--- src/rtl/core/point_set_diameter_hull_unit_defines.svh ---
// Assertion macros shared by the point-set diameter hull unit.
// Included by the top level; no other dependencies.
`ifndef POINT_SET_DIAMETER_HULL_UNIT_DEFINES_SVH
`define POINT_SET_DIAMETER_HULL_UNIT_DEFINES_SVH

// Implication checked on every rising edge outside reset.
`define PSDH_ASSERT_IMPL(label, clk, rst, cond, expect_expr, msg) \
  label: assert property (@(posedge clk) disable iff (rst) (cond) |-> (expect_expr)) \
    else $error(msg);

// Implication checked in the cycle after the trigger.
`define PSDH_ASSERT_NEXT(label, clk, rst, cond, expect_expr, msg) \
  label: assert property (@(posedge clk) disable iff (rst) (cond) |=> (expect_expr)) \
    else $error(msg);

`endif

--- src/rtl/core/psdh_pkg.sv ---
// Package for the point-set diameter hull unit: sizes, datapath ops, command and status structs.
// No dependencies.
package psdh_pkg;
  localparam int MaxPointsDefault = 256;
  localparam int CoordBitsDefault = 16;
  localparam int FieldBits = 16;
  localparam int SqOutBits = 33;
  localparam int RootOutBits = 17;

  // Datapath operations issued by the controller.
  typedef enum logic [3:0] {
    OP_NONE,
    OP_LOAD_CMP,   // read store[pos-1] for insertion compare
    OP_SHIFT,      // store[pos] <= store[pos-1], pos--
    OP_PLACE,      // store[pos] <= new point, count++
    OP_HULL_RD,    // fetch point i into candidate register
    OP_HULL_TOP,   // read stack top two entries
    OP_HULL_CROSS, // compute cross product terms
    OP_HULL_POP,   // evaluate sign, maybe pop
    OP_HULL_PUSH,  // push candidate
    OP_DIST_RD,    // read stack entries i and j
    OP_DIST_MUL,   // squared differences
    OP_DIST_ACC,   // add and keep maximum
    OP_SQRT_INIT,
    OP_SQRT_STEP,
    OP_CLEAR,
    OP_CAPTURE     // latch the accepted point
  } dp_op_t;

  typedef struct packed {
    dp_op_t op;
  } dp_cmd_t;

  typedef struct packed {
    logic cmp_before; // new point sorts before store[pos-1]
    logic pos_zero;
    logic full;
    logic pop_cond;   // turn <= 0 and depth allows pop
    logic sqrt_done;
  } dp_status_t;
endpackage

--- src/rtl/core/psdh_ctrl.sv ---
// Controller state machine sequencing insertion, hull build, pair search and root.
// Depends on psdh_pkg.
module psdh_ctrl #(
  parameter int MAX_POINTS = psdh_pkg::MaxPointsDefault
) (
  input  logic                 clk,
  input  logic                 rst,
  input  logic                 in_valid,
  output logic                 in_ready,
  input  logic                 in_last,
  output logic                 out_valid,
  input  logic                 out_ready,
  input  psdh_pkg::dp_status_t status,
  input  logic [$clog2(MAX_POINTS+1)-1:0] count,
  input  logic [$clog2(2*MAX_POINTS+1)-1:0] depth,
  output psdh_pkg::dp_cmd_t    cmd,
  output logic                 upper,
  output logic                 capture
);
  import psdh_pkg::*;

  localparam int CW = $clog2(MAX_POINTS+1);
  localparam int DW = $clog2(2*MAX_POINTS+1);

  typedef enum logic [4:0] {
    S_IDLE, S_CMP, S_CMP_WAIT, S_DECIDE, S_SHIFT, S_PLACE, S_CHECK_LAST,
    S_H_RD, S_H_TOP, S_H_CROSS, S_H_POP, S_H_PUSH,
    S_D_FIX, S_D_RD, S_D_MUL, S_D_ACC, S_SQ_INIT, S_SQ_STEP, S_OUT, S_CLEAR
  } state_t;

  state_t state;
  logic last;
  logic [CW-1:0] steps;   // points remaining in the current chain walk
  logic [DW-1:0] di, dj;

  assign in_ready = (state == S_IDLE);
  // result register loads once the previous result has left
  assign capture = (state == S_OUT) && !out_valid;

  always_comb begin
    cmd.op = OP_NONE;
    case (state)
      S_IDLE: if (in_valid) cmd.op = OP_CAPTURE;
      S_CMP: cmd.op = OP_LOAD_CMP;
      S_SHIFT: cmd.op = OP_SHIFT;
      S_PLACE: cmd.op = OP_PLACE;
      S_H_RD: cmd.op = OP_HULL_RD;
      S_H_TOP: cmd.op = OP_HULL_TOP;
      S_H_CROSS: cmd.op = OP_HULL_CROSS;
      S_H_POP: cmd.op = OP_HULL_POP;
      S_H_PUSH: cmd.op = OP_HULL_PUSH;
      S_D_RD: cmd.op = OP_DIST_RD;
      S_D_MUL: cmd.op = OP_DIST_MUL;
      S_D_ACC: cmd.op = OP_DIST_ACC;
      S_SQ_INIT: cmd.op = OP_SQRT_INIT;
      S_SQ_STEP: cmd.op = OP_SQRT_STEP;
      S_CLEAR: cmd.op = OP_CLEAR;
      default: cmd.op = OP_NONE;
    endcase
  end

  always_ff @(posedge clk) begin
    if (rst) begin
      state <= S_IDLE;
      last <= 1'b0;
      out_valid <= 1'b0;
      upper <= 1'b0;
      steps <= '0;
      di <= '0;
      dj <= '0;
    end else begin
      if (capture) out_valid <= 1'b1;
      else if (out_ready) out_valid <= 1'b0;
      case (state)
        S_IDLE: if (in_valid && in_ready) begin
          last <= in_last;
          state <= status.full ? S_CHECK_LAST : S_CMP;
        end
        S_CMP: state <= S_CMP_WAIT;
        S_CMP_WAIT: state <= S_DECIDE;
        S_DECIDE: state <= (!status.pos_zero && status.cmp_before) ? S_SHIFT : S_PLACE;
        S_SHIFT: state <= S_CMP;
        S_PLACE: state <= S_CHECK_LAST;
        S_CHECK_LAST: begin
          if (!last) state <= S_IDLE;
          else if (count <= CW'(1)) state <= S_SQ_INIT;
          else begin
            upper <= 1'b0;
            steps <= count;
            state <= S_H_RD;
          end
        end
        S_H_RD: state <= S_H_TOP;
        S_H_TOP: state <= S_H_CROSS;
        S_H_CROSS: state <= S_H_POP;
        S_H_POP: state <= status.pop_cond ? S_H_TOP : S_H_PUSH;
        S_H_PUSH: begin
          if (!upper && steps == CW'(1)) begin
            upper <= 1'b1;
            steps <= count - CW'(1);
            state <= S_H_RD;
          end else if (upper && steps == CW'(1)) begin
            state <= S_D_FIX;
          end else begin
            steps <= steps - CW'(1);
            state <= S_H_RD;
          end
        end
        S_D_FIX: begin
          // effective depth is depth-1 (closing point dropped)
          di <= '0;
          dj <= DW'(1);
          state <= (depth - DW'(1) > DW'(1)) ? S_D_RD : S_SQ_INIT;
        end
        S_D_RD: state <= S_D_MUL;
        S_D_MUL: state <= S_D_ACC;
        S_D_ACC: begin
          if (dj + DW'(1) >= depth - DW'(1)) begin
            if (di + DW'(2) >= depth - DW'(1)) state <= S_SQ_INIT;
            else begin
              di <= di + DW'(1);
              dj <= di + DW'(2);
              state <= S_D_RD;
            end
          end else begin
            dj <= dj + DW'(1);
            state <= S_D_RD;
          end
        end
        S_SQ_INIT: state <= S_SQ_STEP;
        S_SQ_STEP: if (status.sqrt_done) state <= S_OUT;
        S_OUT: if (!out_valid) state <= S_CLEAR;
        S_CLEAR: state <= S_IDLE;
        default: state <= S_IDLE;
      endcase
    end
  end
endmodule

--- config.mk ---
export PLATFORM = sky130hd
export DESIGN_NAME = psdh_ctrl
export DESIGN_NICKNAME = d
export VERILOG_FILES = /design/src/rtl/core/point_set_diameter_hull_unit_defines.svh /design/src/rtl/core/psdh_pkg.sv /design/src/rtl/core/psdh_ctrl.sv
export SDC_FILE = /design/constraint.sdc
export NUM_CORES = 1
export LEC_CHECK = 0
export BUFFER_PORTS_ARGS = -buffer_cell sky130_fd_sc_hd__buf_2
export CELL_PAD_IN_SITES_DETAIL_PLACEMENT = 1
export CELL_PAD_IN_SITES_GLOBAL_PLACEMENT = 1
export CORE_MARGIN = 3
export CORE_UTILIZATION = 44
export CTS_CLUSTER_DIAMETER = 50
export DETAILED_ROUTE_END_ITERATION = 10
export HOLD_SLACK_MARGIN = 0.15
export PLACE_DENSITY_LB_ADDON = 0.1
export SLEW_MARGIN = 10
export SYNTH_ARGS = -nofsm -noshare
export SYNTH_HDL_FRONTEND = slang
export SYNTH_SLANG_ARGS = --single-unit
--- constraint.sdc ---
create_clock -name clk -period 4.75 [get_ports clk]
set_clock_uncertainty 0.1 [all_clocks]
set_input_delay 0.7125 -clock clk [delete_from_list [all_inputs] [get_ports clk]]
set_output_delay 0.7125 -clock clk [all_outputs]
set_load 0.005 [all_outputs]
=== Yosys cells after proc, flatten, opt, wreduce, memory -nomap -nowiden ===
Cells that the tools add are included.

* Register bits: 37
* Input bits: 29
* Output and inout port bits: 8

* $add $sub $neg: 6
* Magnitude comparators: 4
* Equal/unequal tests: 30
* Muxes and demuxes: 33
* Reduce and logical (&&, ||, !) cells: 18

{| class="wikitable"
|+ Operator list
! cell !! count
|-
| $pmux 5 s19 || 1
|-
| $pmux 4 s15 || 1
|-
| $eq 5x4->1 const B || 8
|-
| $mux 10 || 4
|-
| $mux 5 || 8
|-
| $pmux 10 s2 || 2
|-
| $mux 9 || 4
|-
| $add 10x1->10 const B || 2
|-
| $eq 5x3->1 const B || 4
|-
| $eq 5x5->1 const B || 4
|-
| $ge 10x10->1 || 2
|-
| $pmux 9 s2 || 1
|-
| $sub 9x1->9 const B || 2
|-
| $ne 2x2->1 const B || 7
|-
| $mux 4 || 3
|-
| $add 10x2->10 const B || 1
|-
| $eq 5x2->1 const B || 2
|-
| $gt 10x1->1 const B || 1
|-
| $sub 10x1->10 const B || 1
|-
| $eq 9x1->1 const B || 1
|-
| $le 9x1->1 const B || 1
|-
| $reduce_and 4->1 || 2
|-
| $mux 1 || 6
|-
| $ne 3x3->1 const B || 2
|-
| other kinds (11) || 21
|}

=== Logic depth before layout (Yosys ltp) ===
* Depth after elaboration: 5
* Gate-level depth with buffers: 15

=== Worst setup path after synthesis ===
No wires, ideal clock.

* Path type: in2reg
* Start point: in depth[0]
* End point: reg di[5]
* Library setup time: 135 ps
* Arrival: 3,367 ps
* Required time: 4,515 ps
* Slack: 1,148 ps
* Stages: 14
* Buffers on the path: 1
* Cells stage by stage: inv_1 > ha_1 > nand2_1 > nor3_1 > xnor2_1 > ha_1 > nand3_1 > o311a_1 > maj3_2 > o21a_4 > a22o_4 > buf_6 > o311ai_0 > o41ai_1

* Cells in the longest elaborated chain, start to end: 4
* Elaborated cells between the ends (all ways): 6

{| class="wikitable"
|+ RTL lines
! what !! RTL line !! RTL
|-
| from (decl) || psdh_ctrl.sv:15 || <nowiki>input logic [$clog2(2*MAX_POINTS+1)-1:0] depth,</nowiki>
|-
| $sub 10x1->10 (*) || psdh_ctrl.sv:118, psdh_ctrl.sv:119 ||
|-
| $ge 10x10->1, on equally long branches || psdh_ctrl.sv:119, psdh_ctrl.sv:118 ||
|-
| $ne 2x2->1 (no line) || n/a ||
|-
| $reduce_and 3->1 (no line) (*) || n/a ||
|-
| to (signal assigned) || psdh_ctrl.sv:121 || <nowiki>di <= di + DW'(1);</nowiki>
|-
| to (decl) || psdh_ctrl.sv:34 || <nowiki>logic [DW-1:0] di, dj;</nowiki>
|}

Every way passes the cells marked *; elsewhere a longest branch is shown, timed or not.
A chain may end at the register's enable or synchronous reset.

=== Worst setup path in the final report ===
* Start point: in depth[0]
* End point: reg di[4]

Same word-level chain as after synthesis.

==> results.md <==
* Setup Buffers After CTS at 0
* CTS tree: built
* Core box area at 7292 um2
* Unrepaired setup endpoints after global routing: no
* WL per Instance at 16.60 um
* Sequential share of the synthesized area at 22.25%
* Initial Util at 45.66%
* ANT cells at 0
* First-pass GRT wire length at 15830 um
* Commonest cells post-synth: 49 x nand2_1, 37 x dfxtp_1, 37 x nor2_1
* YS warnings at 0
* Crit end category: register
* Largest net degree at the start of global routing at 27
* Max Transition Viols Final at 0
* Critical R2R Capture: dj[9]
* Iteration-0 DRC Markers at 108
* Crit-path max FO at 14
* Most frequent cell after synthesis: nand2_1
* Vias in the first global route at 3465
* Detailed placement HPWL at 7436 um
* 1st-pass router iterations at 4
* Area contributors post-synth: dfxtp_1 22%, ha_1 9.8%, xnor2_1 5.8%, nand2_1 5.5%, a21oi_1 4.7%
* Post-synth EDFFs at 0
* IO Port Bufs at 36
* Critical Path AT at 3820 ps
* Synth-to-Final Area Change at 10.15%
* Initial antenna violation count at 0
* Synth Flop Type: dfxtp_1
* Required time of the critical path at 4870 ps
* Critical Path End: di[4]
* Worst r2r src: di[1]
* CP startpoint kind: input pin
* Crit-path leading delay family: compound AO/OA/AOI/OAI gates
* Clk Latency, worst-skew pair at 290 ps
* TritonCTS Buffers at 5
* Power density cells at 248.3 nW/um2
* Max Fclk at 270.2 MHz
* Critical path class: in2reg
* Util after Layout at 50.29%
* Die Wd at 92.99 um
* Worst IR drop on VDD at 0.1513 mV
* Die area at 8647 um2
* Syn Area/Cell at 7.516 um2
* Library cells used by synthesis at 66
* DR vias at 3362
* Synth top area share at 22.25%
* Hold Vio Cnt, Final at 0
* Critical-path cell list: buf_2, inv_1, ha_1, nand2_1, nor3_1, xnor2_1, ha_1, nand3_1, o311a_1, maj3_2, o21a_4, a22o_4, or4_1, o21ai_0
* H-Tree Level Count at 2
* Reg clk slew, reported paths at 80 ps
* HP Class: reg2reg
* Syn Nets at 498
* Fill count at 969
* Residual DRC count at 0
* Startpoint of the worst hold path: last
* Asr flop ratio synth at 0%
* Synth Cell Area at 3329 um2
* Min cycle time layout at 3701 ps
* Yosys reg bits at 37
* Buffers and inverters on the worst path at 2
* Final setup viols at 0
* Mapped Cells at 443
* Final WL at 9447 um
* Top cell by count, worst path: ha_1
* Longest Clk Path Bufs at 2
* Share of post-route cells with drive strength above 1 at 14.26%
* Tcrit/Tclk final at 77.92%
* GRT Residual Overflow at 0
* FP Rows at 31
* Largest area contributor in the netlist: dfxtp_1
* Nets@finish at 524
* Ports at 37
* # hold bufs at CTS at 0
* Routability Congestion at 0.9389
* Slew HR at 37.28%
* Reg2Reg Setup Slack at 1140 ps
* Critical Path Stages at 14
* Die Y-Extent at 92.99 um
* Max-Cap Viols at 0
* Slew @ Worst Pin at 937.3 ps
* Leakage power at 1.422 nW
* Total Routing Usage GR at 22.23%
* TNS Setup at 0 ps
* Critical Path Max Stage Delay at 470 ps
* DR vias/cell at 5.909
* Crit path max-delay cell type: or4_1
* CTS Sinks at 37
* Outcome: completed
* Remaining antenna violation count at 0
* Post-CTS sizing at 0
* Setup crit start: depth[0]
* Root buffer cell: clkbuf_8
* Worst R2R Path Depth at 12
[worst min path at each step]
stage               depth (start not counted)  slack [ps]  endpoint
global route                                2         390      last
floorplan                                   2         340      last
detailed placement                          2         370      last
global placement                            2         360      last
finish                                      2         380      last
CTS                                         2         380      last
[power breakdown]
part	internal (mW)	switching, mW
clock network	0.131	0.114
registers	0.324	0.0433
logic	0.125	0.174
[worst reg2reg max path: stages, from the launching register on]
cell	delay (ps)
dfxtp_1	470
ha_1	260
nand3_1	220
nor2_1	230
xor2_1	280
ha_1	320
a21oi_1	160
o311ai_0	190
a21boi_0	310
o21ai_2	140
o211ai_2	130
nor3b_2	540
a32o_1	240
[cells in the final DEF (no fill, tap or decap), drive strengths merged, types with 2 or more instances in the layout]
cell type,instances
a22o,9
nor4,2
o311ai,2
mux2,6
xor2,10
a22oi,2
a21oi,31
o31ai,2
ha,26
o22ai,7
nand4,4
a31oi,6
inv,17
nor3b,3
dfxtp,37
and3,4
nor2,38
clkbuf,7
a31o,2
mux2i,3
a21o,3
nand3,23
o211ai,5
nor2b,4
or3,10
buf,37
nor3,19
nand2,49
o21a,6
a211oi,6
nand2b,7
a221oi,2
or4,2
o41ai,2
xnor2,22
a311oi,4
o21ai,27
and4,2
or2,4
[layout make-up]
class / count / area, um2 / area share [%]
Multi-Input combinational cell: 371 / 2450 / 66.80
Clock buffer: 7 / 96.34 / 2.627
Timing Repair Buffer: 37 / 187.7 / 5.118
Tap cell: 99 / 123.9 / 3.378
Sequential cell: 37 / 740.7 / 20.20
Inverter: 17 / 63.81 / 1.740
Clock inverter: 1 / 5.005 / 0.1365
[through the flow]
stage / total power [mW] / instances / setup slack, ps / cell area, um2 / hold slack, ps
after detailed placement: 0.6720 / 561 / 744.1 / 3566 / 373.4
after global routing: 0.9804 / 569 / 710.0 / 3667 / 394.9
after global placement: 0.6623 / 561 / 835.2 / 3566 / 364.6
after floorplan: 0.5725 / 443 / 1148 / 3329 / 336.6
after CTS: 0.9206 / 569 / 1050 / 3667 / 384.7
final: 0.9107 / 569 / 1049 / 3667 / 376.0
[state kept, by name, indices dropped and copies added, names as in the netlist]
register	cells
state	5
steps	9
last	1
out_valid	1
di	10
upper	1
dj	10
[metal layers]
layer  routed length [um]  global-route usage [%]
met1                 4225                   26.37
met5                    0                       0
met3                  267                   2.896
met4                  224                   7.326
met2                 4730                   41.03
[logic make-up (layout without fill, tap and decap cells)]
logic type	count (synthesis)	after routing	share of synthesized area (%)
buffers and inverters	35	62	4.171
AOI/OAI and AO/OA	126	126	25.59
xor gates and xnor gates	32	32	8.418
DFF	37	37	22.25
adders and majority gates	27	27	10.11
and+or+nand+nor	177	177	26.53
muxes	9	9	2.931
(Power assumes the default switching activity.)
